==> src/sttu_pkg.sv <==
package sttu_pkg;

    localparam int TABLE_DEPTH = 16;
    localparam int IDX_W       = (TABLE_DEPTH > 1) ? $clog2(TABLE_DEPTH) : 1;
    localparam int TIMER_W     = 16;
    localparam int SLOT_W      = 8;
    localparam int PORT_W      = 9;
    localparam int UDP_W       = 16;
    localparam int OPCODE_W    = 2;
    localparam int ACTION_W    = 3;
    localparam int CFG_IDX_W   = 1;
    localparam int CFG_DATA_W  = 16;

    typedef logic [TIMER_W-1:0]    timer_t;
    typedef logic [IDX_W-1:0]      idx_t;
    typedef logic [SLOT_W-1:0]     slot_t;
    typedef logic [PORT_W-1:0]     port_t;
    typedef logic [UDP_W-1:0]      udp_t;
    typedef logic [OPCODE_W-1:0]   opcode_bits_t;
    typedef logic [ACTION_W-1:0]   action_bits_t;
    typedef logic [CFG_IDX_W-1:0]  cfg_idx_t;
    typedef logic [CFG_DATA_W-1:0] cfg_data_t;

    typedef enum logic [OPCODE_W-1:0] {
        OP_OPEN  = 2'd0,
        OP_REPLY = 2'd1,
        OP_TICK  = 2'd2
    } opcode_t;

    typedef enum logic [ACTION_W-1:0] {
        ACT_FORWARD = 3'd0,
        ACT_ROUTED  = 3'd1,
        ACT_UDP     = 3'd2,
        ACT_TIMEOUT = 3'd3,
        ACT_INVALID = 3'd4
    } action_t;

    typedef enum logic [CFG_IDX_W-1:0] {
        REG_OPEN_TIMEOUT = 1'd0,
        REG_BCAST_BASE   = 1'd1
    } cfg_reg_t;

    localparam port_t  SHARED_PORT    = 9'd1;
    localparam port_t  PORT_OFFSET    = 9'd2;
    localparam port_t  NO_PORT        = 9'd0;
    localparam udp_t   NO_UDP         = 16'd0;
    localparam timer_t TIMEOUT_RESET  = 16'd30;
    localparam udp_t   UDP_BASE_RESET = 16'd0;
    localparam idx_t   LAST_IDX       = IDX_W'(TABLE_DEPTH - 1);
    localparam logic [SLOT_W:0] DEPTH_EXT = (SLOT_W + 1)'(TABLE_DEPTH);

    // one access per cycle to the timer table, read and write at the same entry
    typedef struct packed {
        logic   wr_en;
        idx_t   addr;
        timer_t wr_data;
    } table_cmd_t;

endpackage

==> src/sttu_if.sv <==
interface sttu_req_if;
    import sttu_pkg::*;

    logic         valid;
    logic         ready;
    opcode_bits_t opcode;
    slot_t        slot;

    modport source (output valid, output opcode, output slot, input ready);
    modport sink   (input valid, input opcode, input slot, output ready);
endinterface

interface sttu_rsp_if;
    import sttu_pkg::*;

    logic         valid;
    logic         ready;
    action_bits_t action;
    slot_t        result_slot;
    port_t        dest_port;
    udp_t         bcast_port;
    logic         last;

    modport source (output valid, output action, output result_slot, output dest_port,
                    output bcast_port, output last, input ready);
    modport sink   (input valid, input action, input result_slot, input dest_port,
                    input bcast_port, input last, output ready);
endinterface

interface sttu_cfg_if;
    import sttu_pkg::*;

    logic      valid;
    logic      ready;
    cfg_idx_t  index;
    cfg_data_t data;

    modport source (output valid, output index, output data, input ready);
    modport sink   (input valid, input index, input data, output ready);
endinterface

==> src/sttu_timer_table.sv <==
module sttu_timer_table (
    input  logic                clk,
    input  logic                rst_n,
    input  sttu_pkg::table_cmd_t cmd,
    output sttu_pkg::timer_t    rd_data
);
    import sttu_pkg::*;

    timer_t timer_reg [TABLE_DEPTH];

    assign rd_data = timer_reg[cmd.addr];

    always_ff @(posedge clk or negedge rst_n)
    begin
        if (!rst_n)
        begin
            for (int i = 0; i < TABLE_DEPTH; i++)
            begin
                timer_reg[i] <= '0;
            end
        end
        else if (cmd.wr_en)
        begin
            timer_reg[cmd.addr] <= cmd.wr_data;
        end
    end

endmodule

==> src/session_timeout_table_unit.sv <==
// session timeout table
// req channel: one transfer carries an opcode (open, reply, tick) and a slot index.
// rsp channel: result transfers (action, slot, destination port, broadcast port,
//   last flag); last marks the final result of one request. a tick with no expiry
//   gives none.
// cfg channel: register writes, always ready; write only while the block is idle.
// open and reply go through state S_MSG, which puts their result in the output register
// once it is free; req.ready is low in S_MSG, so no new request is taken until then.
// a tick walks the table one slot per cycle, except while an expiry waits on a stalled
//   output register, through a single shared decrementer; req.ready returns after S_FLUSH.
// one expiry result is held back until the next one is found, so last can be set
// on the final result of a tick when the walk ends.
// when the receiver stalls, the result stays in the output register; a new open or
// reply may be accepted meanwhile but waits for the register to free up.
// reset clears every timer at once (no open sessions), sets the open timeout to 30
// ticks and the broadcast base to 0, and empties the output register.
module session_timeout_table_unit (
    input  logic      clk,
    input  logic      rst_n,
    sttu_req_if.sink  req,
    sttu_rsp_if.source rsp,
    sttu_cfg_if.sink  cfg
);
    import sttu_pkg::*;

    typedef enum logic [1:0] {
        S_IDLE,
        S_MSG,
        S_WALK,
        S_FLUSH
    } state_t;

    state_t       state_reg, state_next;
    opcode_bits_t op_reg, op_next;
    slot_t        slot_reg, slot_next;
    idx_t         idx_reg, idx_next;
    logic         pend_valid_reg, pend_valid_next;
    idx_t         pend_idx_reg, pend_idx_next;
    timer_t       timeout_reg, timeout_next;
    udp_t         udp_base_reg, udp_base_next;

    logic         out_valid_reg, out_valid_next;
    action_bits_t out_action_reg, out_action_next;
    slot_t        out_slot_reg, out_slot_next;
    port_t        out_port_reg, out_port_next;
    udp_t         out_udp_reg, out_udp_next;
    logic         out_last_reg, out_last_next;

    table_cmd_t   cmd;
    timer_t       rd_data;
    timer_t       dec;
    logic         out_free;
    logic         slot_ok;
    logic         expire;
    logic         live;

    sttu_timer_table u_table (
        .clk     (clk),
        .rst_n   (rst_n),
        .cmd     (cmd),
        .rd_data (rd_data)
    );

    assign req.ready       = (state_reg == S_IDLE);
    assign cfg.ready       = 1'b1;
    assign rsp.valid       = out_valid_reg;
    assign rsp.action      = out_action_reg;
    assign rsp.result_slot = out_slot_reg;
    assign rsp.dest_port   = out_port_reg;
    assign rsp.bcast_port  = out_udp_reg;
    assign rsp.last        = out_last_reg;

    assign out_free = !out_valid_reg || rsp.ready;
    assign slot_ok  = ({1'b0, slot_reg} < DEPTH_EXT);
    // shared decrementer; an expiring entry of 1 goes to 0 through it as well
    assign dec      = rd_data - timer_t'(1);
    assign live     = (rd_data != '0);
    assign expire   = (rd_data == timer_t'(1));

    always_comb
    begin
        state_next      = state_reg;
        op_next         = op_reg;
        slot_next       = slot_reg;
        idx_next        = idx_reg;
        pend_valid_next = pend_valid_reg;
        pend_idx_next   = pend_idx_reg;
        timeout_next    = timeout_reg;
        udp_base_next   = udp_base_reg;
        out_valid_next  = out_valid_reg && !rsp.ready;
        out_action_next = out_action_reg;
        out_slot_next   = out_slot_reg;
        out_port_next   = out_port_reg;
        out_udp_next    = out_udp_reg;
        out_last_next   = out_last_reg;
        cmd.wr_en       = 1'b0;
        cmd.addr        = (state_reg == S_WALK) ? idx_reg : slot_reg[IDX_W-1:0];
        cmd.wr_data     = dec;

        if (cfg.valid)
        begin
            unique case (cfg.index)
                REG_OPEN_TIMEOUT: timeout_next  = cfg.data;
                REG_BCAST_BASE:   udp_base_next = cfg.data;
                default: ;
            endcase
        end

        unique case (state_reg)
            S_IDLE:
            begin
                if (req.valid)
                begin
                    op_next   = req.opcode;
                    slot_next = req.slot;
                    case (req.opcode)
                        OP_OPEN, OP_REPLY: state_next = S_MSG;
                        OP_TICK:
                        begin
                            state_next      = S_WALK;
                            idx_next        = '0;
                            pend_valid_next = 1'b0;
                        end
                        default: ;
                    endcase
                end
            end

            S_MSG:
            begin
                if (out_free)
                begin
                    state_next      = S_IDLE;
                    out_valid_next  = 1'b1;
                    out_slot_next   = slot_reg;
                    out_last_next   = 1'b1;
                    out_port_next   = NO_PORT;
                    out_udp_next    = NO_UDP;
                    if (!slot_ok)
                    begin
                        out_action_next = ACT_INVALID;
                    end
                    else if (op_reg == OP_OPEN)
                    begin
                        cmd.wr_en       = 1'b1;
                        cmd.wr_data     = timeout_reg;
                        out_action_next = ACT_FORWARD;
                        out_port_next   = SHARED_PORT;
                    end
                    else if (live)
                    begin
                        cmd.wr_en       = 1'b1;
                        cmd.wr_data     = '0;
                        out_action_next = ACT_ROUTED;
                        out_port_next   = {1'b0, slot_reg} + PORT_OFFSET;
                    end
                    else
                    begin
                        out_action_next = ACT_UDP;
                        out_udp_next    = udp_base_reg + udp_t'(slot_reg);
                    end
                end
            end

            S_WALK:
            begin
                // an expiry with a result already pending needs the output register
                if (!(expire && pend_valid_reg && !out_free))
                begin
                    cmd.wr_en = live;
                    if (expire)
                    begin
                        pend_valid_next = 1'b1;
                        pend_idx_next   = idx_reg;
                        if (pend_valid_reg)
                        begin
                            out_valid_next  = 1'b1;
                            out_action_next = ACT_TIMEOUT;
                            out_slot_next   = SLOT_W'(pend_idx_reg);
                            out_port_next   = PORT_W'(pend_idx_reg) + PORT_OFFSET;
                            out_udp_next    = NO_UDP;
                            out_last_next   = 1'b0;
                        end
                    end
                    if (idx_reg == LAST_IDX)
                    begin
                        state_next = S_FLUSH;
                    end
                    else
                    begin
                        idx_next = idx_reg + idx_t'(1);
                    end
                end
            end

            S_FLUSH:
            begin
                if (!pend_valid_reg)
                begin
                    state_next = S_IDLE;
                end
                else if (out_free)
                begin
                    state_next      = S_IDLE;
                    pend_valid_next = 1'b0;
                    out_valid_next  = 1'b1;
                    out_action_next = ACT_TIMEOUT;
                    out_slot_next   = SLOT_W'(pend_idx_reg);
                    out_port_next   = PORT_W'(pend_idx_reg) + PORT_OFFSET;
                    out_udp_next    = NO_UDP;
                    out_last_next   = 1'b1;
                end
            end

            default: state_next = S_IDLE;
        endcase
    end

    always_ff @(posedge clk or negedge rst_n)
    begin
        if (!rst_n)
        begin
            state_reg      <= S_IDLE;
            op_reg         <= '0;
            slot_reg       <= '0;
            idx_reg        <= '0;
            pend_valid_reg <= 1'b0;
            pend_idx_reg   <= '0;
            timeout_reg    <= TIMEOUT_RESET;
            udp_base_reg   <= UDP_BASE_RESET;
            out_valid_reg  <= 1'b0;
            out_action_reg <= ACT_FORWARD;
            out_slot_reg   <= '0;
            out_port_reg   <= NO_PORT;
            out_udp_reg    <= NO_UDP;
            out_last_reg   <= 1'b0;
        end
        else
        begin
            state_reg      <= state_next;
            op_reg         <= op_next;
            slot_reg       <= slot_next;
            idx_reg        <= idx_next;
            pend_valid_reg <= pend_valid_next;
            pend_idx_reg   <= pend_idx_next;
            timeout_reg    <= timeout_next;
            udp_base_reg   <= udp_base_next;
            out_valid_reg  <= out_valid_next;
            out_action_reg <= out_action_next;
            out_slot_reg   <= out_slot_next;
            out_port_reg   <= out_port_next;
            out_udp_reg    <= out_udp_next;
            out_last_reg   <= out_last_next;
        end
    end

endmodule

==> src/flat_wrapper.sv <==
// flat-port wrapper written by rule: the top's interface ports become plain ports
module session_timeout_table_unit_flat import sttu_pkg::*;
  (clk, rst_n, req_valid, req_opcode, req_slot, req_ready, rsp_valid, rsp_action, rsp_result_slot, rsp_dest_port, rsp_bcast_port, rsp_last, rsp_ready, cfg_valid, cfg_index, cfg_data, cfg_ready);
  sttu_req_if req_i ();
  sttu_rsp_if rsp_i ();
  sttu_cfg_if cfg_i ();
  input  logic clk;
  input  logic rst_n;
  input wire logic [$bits(req_i.valid)-1:0] req_valid;
  input wire logic [$bits(req_i.opcode)-1:0] req_opcode;
  input wire logic [$bits(req_i.slot)-1:0] req_slot;
  output wire logic [$bits(req_i.ready)-1:0] req_ready;
  output wire logic [$bits(rsp_i.valid)-1:0] rsp_valid;
  output wire logic [$bits(rsp_i.action)-1:0] rsp_action;
  output wire logic [$bits(rsp_i.result_slot)-1:0] rsp_result_slot;
  output wire logic [$bits(rsp_i.dest_port)-1:0] rsp_dest_port;
  output wire logic [$bits(rsp_i.bcast_port)-1:0] rsp_bcast_port;
  output wire logic [$bits(rsp_i.last)-1:0] rsp_last;
  input wire logic [$bits(rsp_i.ready)-1:0] rsp_ready;
  input wire logic [$bits(cfg_i.valid)-1:0] cfg_valid;
  input wire logic [$bits(cfg_i.index)-1:0] cfg_index;
  input wire logic [$bits(cfg_i.data)-1:0] cfg_data;
  output wire logic [$bits(cfg_i.ready)-1:0] cfg_ready;
  assign req_i.valid = req_valid;
  assign req_i.opcode = req_opcode;
  assign req_i.slot = req_slot;
  assign req_ready = req_i.ready;
  assign rsp_valid = rsp_i.valid;
  assign rsp_action = rsp_i.action;
  assign rsp_result_slot = rsp_i.result_slot;
  assign rsp_dest_port = rsp_i.dest_port;
  assign rsp_bcast_port = rsp_i.bcast_port;
  assign rsp_last = rsp_i.last;
  assign rsp_i.ready = rsp_ready;
  assign cfg_i.valid = cfg_valid;
  assign cfg_i.index = cfg_index;
  assign cfg_i.data = cfg_data;
  assign cfg_ready = cfg_i.ready;
  session_timeout_table_unit u_core (.clk(clk), .rst_n(rst_n), .req(req_i), .rsp(rsp_i), .cfg(cfg_i));
endmodule
==> config.mk <==
export PLATFORM = sky130hd
export DESIGN_NAME = session_timeout_table_unit_flat
export DESIGN_NICKNAME = d
export VERILOG_FILES = /design/src/sttu_pkg.sv /design/src/sttu_if.sv /design/src/sttu_timer_table.sv /design/src/session_timeout_table_unit.sv /design/src/flat_wrapper.sv
export SDC_FILE = /design/constraint.sdc
export NUM_CORES = 1
export LEC_CHECK = 0
export BUFFER_PORTS_ARGS = -buffer_cell sky130_fd_sc_hd__buf_4
export CORE_MARGIN = 3
export CORE_UTILIZATION = 30
export CTS_CLUSTER_SIZE = 24
export DETAILED_ROUTE_END_ITERATION = 10
export GPL_ROUTABILITY_DRIVEN = 1
export PLACE_DENSITY = 0.53
export SLEW_MARGIN = 20
export SYNTH_ARGS = -nofsm -noshare
export SYNTH_HDL_FRONTEND = slang
export SYNTH_SLANG_ARGS = --single-unit
==> constraint.sdc <==
create_clock -name clk -period 5.6 [get_ports clk]
set_input_delay 0.84 -clock clk [delete_from_list [all_inputs] [get_ports clk]]
set_output_delay 0.84 -clock clk [all_outputs]
set_load 0.1 [all_outputs]
==> results.yml, run 1 <==
layout:
  drive_gt1_share_pct: 40.3
  syn2layout_area_growth_pct: 16.8
  final_cell_area_mm2: 0.0210
  final_nets: 1542
  largest_register_ffs: 256
timing:
  finalMaxSlewViolations: 0
  fmax_mhz: 188
  tightest_slew_ns: 1.02
  slew_headroom_pct: 32.1
  period_share_pct: 95.2
  hold_violations: 0
  setup_tns_ns: 0
  layout_min_cycle_time_ns: 5.33
  skew_ns: 0.0218
  setup_viol: 0
logic_synthesis:
  ys_types: 80
  synth_ff_type: "dfrtp_1"
  synth.top_cell.area_share_pct: 47.7
  ys_ff_latch: 347
  syn_inst: 1389
  synth_edf_count: 0
  netlist_top_cells_area: "dfrtp_1 (48%), mux2_2 (13%), mux2_4 (8.4%), a21o_1 (2.9%), mux4_2 (2.3%)"
  synth_area_mm2: 0.0180
  avgSynthCellArea_um2: 13.0
  async_reset_ff_share_pct: 100
  yosysSeqAreaShare_pct: 48.3
  yosys_warnings: 0
  synth_area_leader_cell: "dfrtp_1"
  syn_nets: 1440
floorplan:
  coreArea_mm2: 0.0592
  start_util_pct: 30.4
  die_y_um: 251
  rows: 89
  die_width_um: 251
  fp.dieArea_mm2: 0.0630
  ios: 72
worst_setup_path:
  crit_path_start_kind: "flop"
  arrival_ns: 5.77
  crit_fanout: 22
  crit_chain: "inv_1 > ha_1 > buf_4 > mux2_4 > buf_4 > mux4_2 > nor2_1 > nor4_2 > nor2_1 > nand2_4 > o311ai_4 > buf_12 > a211oi_4 > buf_12 > mux2_2"
  path_class: "reg -> reg"
  cp.required_ns: 6.04
  crit_path_end_kind: "flop"
  worst_path_largest_cell_delay_ns: 0.90
  crit_slowest_cell: "nor4_2"
global_route:
  grt-ovfl-total: 0
  antenna_found_initial: 1
  grt_pass1_wl_um: 78400
  track_usage_pct: 16.1
  grt_pass1_vias: 12300
  grt_max_degree: 130
clocking:
  clock_latency_ns: 0.57
  cts_max_level: 2
  numCtsBuffers: 41
  clkTransAtPathRegs_ns: 0.06
  clockBufferDepth: 3
  cts_root_buffer: "clkbuf_16"
  ctsHoldBuffers: 0
  cts.sinks: 347
  cts_tree: "built"
status:
  run_status: "complete, no violations"
routing:
  wire_per_inst_um: 22.0
  dr.pass1.iters: 7
  vias: 11900
  routed_wl_um: 50500
  drtIter0Drc: 850
  drt-vias-per-instance: 5.18
  ant_nets: 0
  drc: 0
placement:
  dp_hpwl_um: 34400
  routabilityCongestion: 0.869
  numPortBuffers: 70
  placed_area_mm2: 0.0196
worst_hold_path:
  hold_path_class: "in -> async"
flow_run:
  maxCapViolCount: 0
[synth_stat cells (all sizes together) (22+ instances only)]
master  count
nand2      78
a21o       69
a41oi      22
o21ai      48
clkbuf     53
nand3      23
dfrtp     343
a21oi      44
nor2       49
buf        53
mux2      304
mux4       29
[per-stage QoR]
step,util [%],hold WS [ns],setup WS [ns],cells
2_1_floorplan,-,0.471,0.994,1389
3_3_place_gp,33.1,0.462,0.209,2218
3_5_place_dp,33.1,0.470,0.195,2218
4_1_cts,35.4,0.396,0.165,2294
5_1_grt,35.5,0.385,-0.00810,2297
6_report,35.5,0.326,0.267,2298
[cell usage in the layout (no fill, tap or decap), drive strengths merged, types with 10 or more instances in the layout]
master,Yosys,routed
a31oi,11,11
mux4,29,29
clkbuf,53,63
nor4,19,19
xor2,15,15
mux2,304,304
dfrtp,343,343
a211oi,16,16
nand3,23,23
ha,18,18
xnor2,11,11
o31ai,19,19
a21oi,44,44
nand4,10,10
buf,53,165
nor2,49,49
inv,18,20
a41oi,22,22
o21ai,48,48
a21o,69,69
nand2,78,78
[cells by family after synthesis]
kind of cell,share of synthesized area [%]
XOR/XNOR,1.27
AND/OR/NAND/NOR,7.41
multiplexers,25.6
buffers and inverters,3.97
other,0.0208
AO/OA/AOI/OAI,12.1
adder cells (fa/ha/maj),1.36
flip-flops,48.3
[layer usage]
metal / track usage (%) / vias to the layer above / wire, um
met5: 0 / - / 0
met4: 4.54 / 0 / 1140
met3: 3.36 / 68 / 2670
met2: 25.2 / 283 / 22800
met1: 22.6 / 6234 / 23800
li1: - / 5328 / -
[critical path: cells and delay by family, from the launching register on]
family                     cells  cell delay (ns)
AOI/OAI and AO/OA              2             0.71
muxes                          3             1.17
adders and majority gates      1             0.26
and+or+nand+nor                4             1.50
DFF                            1             0.43
buffers and inverters          5             1.06
[path summary, 6_finish.rpt]
path / to / depth (start not counted) / slack, ns / from
worst min-delay path: u_core.u_table.timer_reg[128] / 1 / 0.33 / rst_n
worst min register to register: u_core.rsp.result_slot[5] / 2 / 0.48 / u_core.rsp.result_slot[5]
max in group asynchronous: u_core.rsp.result_slot[4] / 2 / 3.90 / rst_n
worst max register to register: u_core.u_table.timer_reg[164] / 15 / 0.27 / u_core.state_reg[0]
min in group clk: u_core.rsp.result_slot[5] / 2 / 0.48 / u_core.rsp.result_slot[5]
worst max-delay path: u_core.u_table.timer_reg[164] / 15 / 0.27 / u_core.state_reg[0]
[repair_timing]
action,CTS,global route
gates resized for setup,0,3
setup buffers,0,3
endpoints found under the setup margin,0,198
[area by class of cell]
cell class	instances	area, um^2
clock buffer	63	1220
sequential	347	8690
fill	5744	38200
multi-input combinational	918	8620
inverter	18	67.6
timing repair buffer	165	1300
clock inverter	13	160
antenna	1	2.50
tap	773	967
Power of run 1 is left out: the tool's default activity adds up to more than one toggle a clock period on the data nets, which glitch-free logic cannot reach.
==> run 2: changes to the inputs <==
- CTS_CLUSTER_DIAMETER: default -> 150
- RECOVER_POWER: default -> 100
==> run 2 against run 1 <==
Effect of this change:
- core utilization decreased by 2.4 points
- highest routed layer unchanged
- the run now ends with max-capacitance violations, max-slew violations left
- design area decreased by 6.7%
- clock skew increased by 0.015 ns
- first-iteration DRC count increased by 6.9%
- sequential share of layout area increased by 3.0 points
- worst hold slack improved by 0.16 ns
==> results.yml, run 2 (synthesis gave the netlist of run 1 again) <==
layout:
  final_cell_area_mm2: 0.0196
  drive_gt1_share_pct: 30.5
  diodes: 0
  final_nets: 1519
  largest_register_ffs: 256
  layout_common_cells: "dfrtp_1 (343), mux2_2 (203), buf_4 (99)"
  syn2layout_area_growth_pct: 8.99
  final_common_cell: "dfrtp_1"
timing:
  slew_headroom_pct: -104
  period_share_pct: 96.4
  whs_ns: 0.485
  setup_viol: 0
  rsz0062_at_grt: "false"
  fmax_mhz: 185
  layout_min_cycle_time_ns: 5.40
  skew_ns: 0.0370
  tightest_slew_ns: 3.06
  hold_violations: 0
  finalMaxSlewViolations: 307
  setup_tns_ns: 0
worst_setup_path:
  crit_path_end_kind: "flop"
  crit_path_start_kind: "flop"
  arrival_ns: 5.82
  cp.required_ns: 6.02
  crit_fanout: 22
  path_class: "reg -> reg"
routing:
  drtIter0Drc: 909
  wire_per_inst_um: 22.1
  routed_wl_um: 49700
  ant_nets: 0
  vias: 11700
  drt-vias-per-instance: 5.20
  drc: 0
  dr.pass1.iters: 5
floorplan:
  ios: 72
  die_width_um: 251
  fp.dieArea_mm2: 0.0630
  start_util_pct: 30.4
  die_y_um: 251
  rows: 89
  coreArea_mm2: 0.0592
clocking:
  cts_root_buffer: "clkbuf_16"
  clkTransAtPathRegs_ns: 0.11
  numCtsBuffers: 18
  cts_max_level: 1
  cts.sinks: 347
  clockBufferDepth: 3
  cts_tree: "built"
  clock_latency_ns: 0.55
placement:
  dp_hpwl_um: 34400
  numPortBuffers: 70
  placed_area_mm2: 0.0196
  routabilityCongestion: 0.869
global_route:
  grt_max_degree: 130
  grt_pass1_wl_um: 77500
  grt_pass1_vias: 12100
  antenna_found_initial: 1
  track_usage_pct: 15.8
  grt-ovfl-total: 0
status:
  run_status: "finished, violations left"
  failed_checks: "max-capacitance violations, max-slew violations"
worst_hold_path:
  hold_path_class: "reg -> reg"
flow_run:
  maxCapViolCount: 3
==> run 2: cell count changes in the layout (fill, tap and decap cells not counted), sizes merged <==
cell	change
diode	-1
buf	-60
clkbuf	+22
clkinv	-6
clkinvlp	-2
bufinv	-2
inv	-2
==> run 2: cell type report <==
class	count	area, um^2
Clock inverter	1	16.3
Timing Repair Buffer	165	1070
Sequential cell	347	8690
Multi-Input combinational cell	918	8310
Inverter	18	67.6
Fill cell	5948	39600
Tap cell	773	967
Clock buffer	25	498
==> run 2: worst paths after layout <==
| check | start | end | slack [ns] | cells after the start |
|---|---|---|---|---|
| max in group asynchronous | rst_n | u_core.u_table.timer_reg[174] | 1.21 | 2 |
| worst max register to register | u_core.state_reg[0] | u_core.u_table.timer_reg[48] | 0.20 | 14 |
| worst min-delay path | u_core.rsp.result_slot[5] | u_core.rsp.result_slot[5] | 0.48 | 2 |
| worst min register to register | u_core.rsp.result_slot[5] | u_core.rsp.result_slot[5] | 0.48 | 2 |
| min in group asynchronous | rst_n | u_core.u_table.timer_reg[128] | 1.21 | 1 |
| worst max-delay path | u_core.state_reg[0] | u_core.u_table.timer_reg[48] | 0.20 | 14 |
==> run 2: stage by stage <==
stage	util, %	cells	setup WS, ns
detailed placement	33.1	2218	0.195
global placement	33.1	2218	0.209
floorplan	-	1389	0.994
CTS	34.0	2244	0.168
finish	33.1	2247	0.201
global route	33.1	2247	0.00809
==> run 2: layer usage <==
layer / GRT usage, % / share of wire, %
met1: 22.7 / 47
met2: 25.0 / 46
met3: 2.99 / 5.2
met4: 3.17 / 1.8
met5: 0 / 0
==> run 2: timing repair <==
| item | in CTS | in global routing |
|---|---|---|
| hold buffers | 0 | 0 |
| endpoints found under the setup margin | 0 | 191 |
| buffers inserted | 0 | 3 |
| resized for setup | 0 | 2 |
==> run 2: worst max-delay path, cell delays in order (launching register included) <==
cell and delay [ns]:
dfrtp_1 0.45, inv_1 0.11, ha_1 0.26, buf_4 0.24, mux2_4 0.50, buf_4 0.28, mux4_2 0.34, nor2_1 0.09
nor4_2 0.88, nor2_1 0.28, nand3_2 0.22, o311ai_4 0.24, a211oi_4 0.61, clkbuf_2 0.39, mux2_4 0.33
Power of run 2 is left out for the same reason.
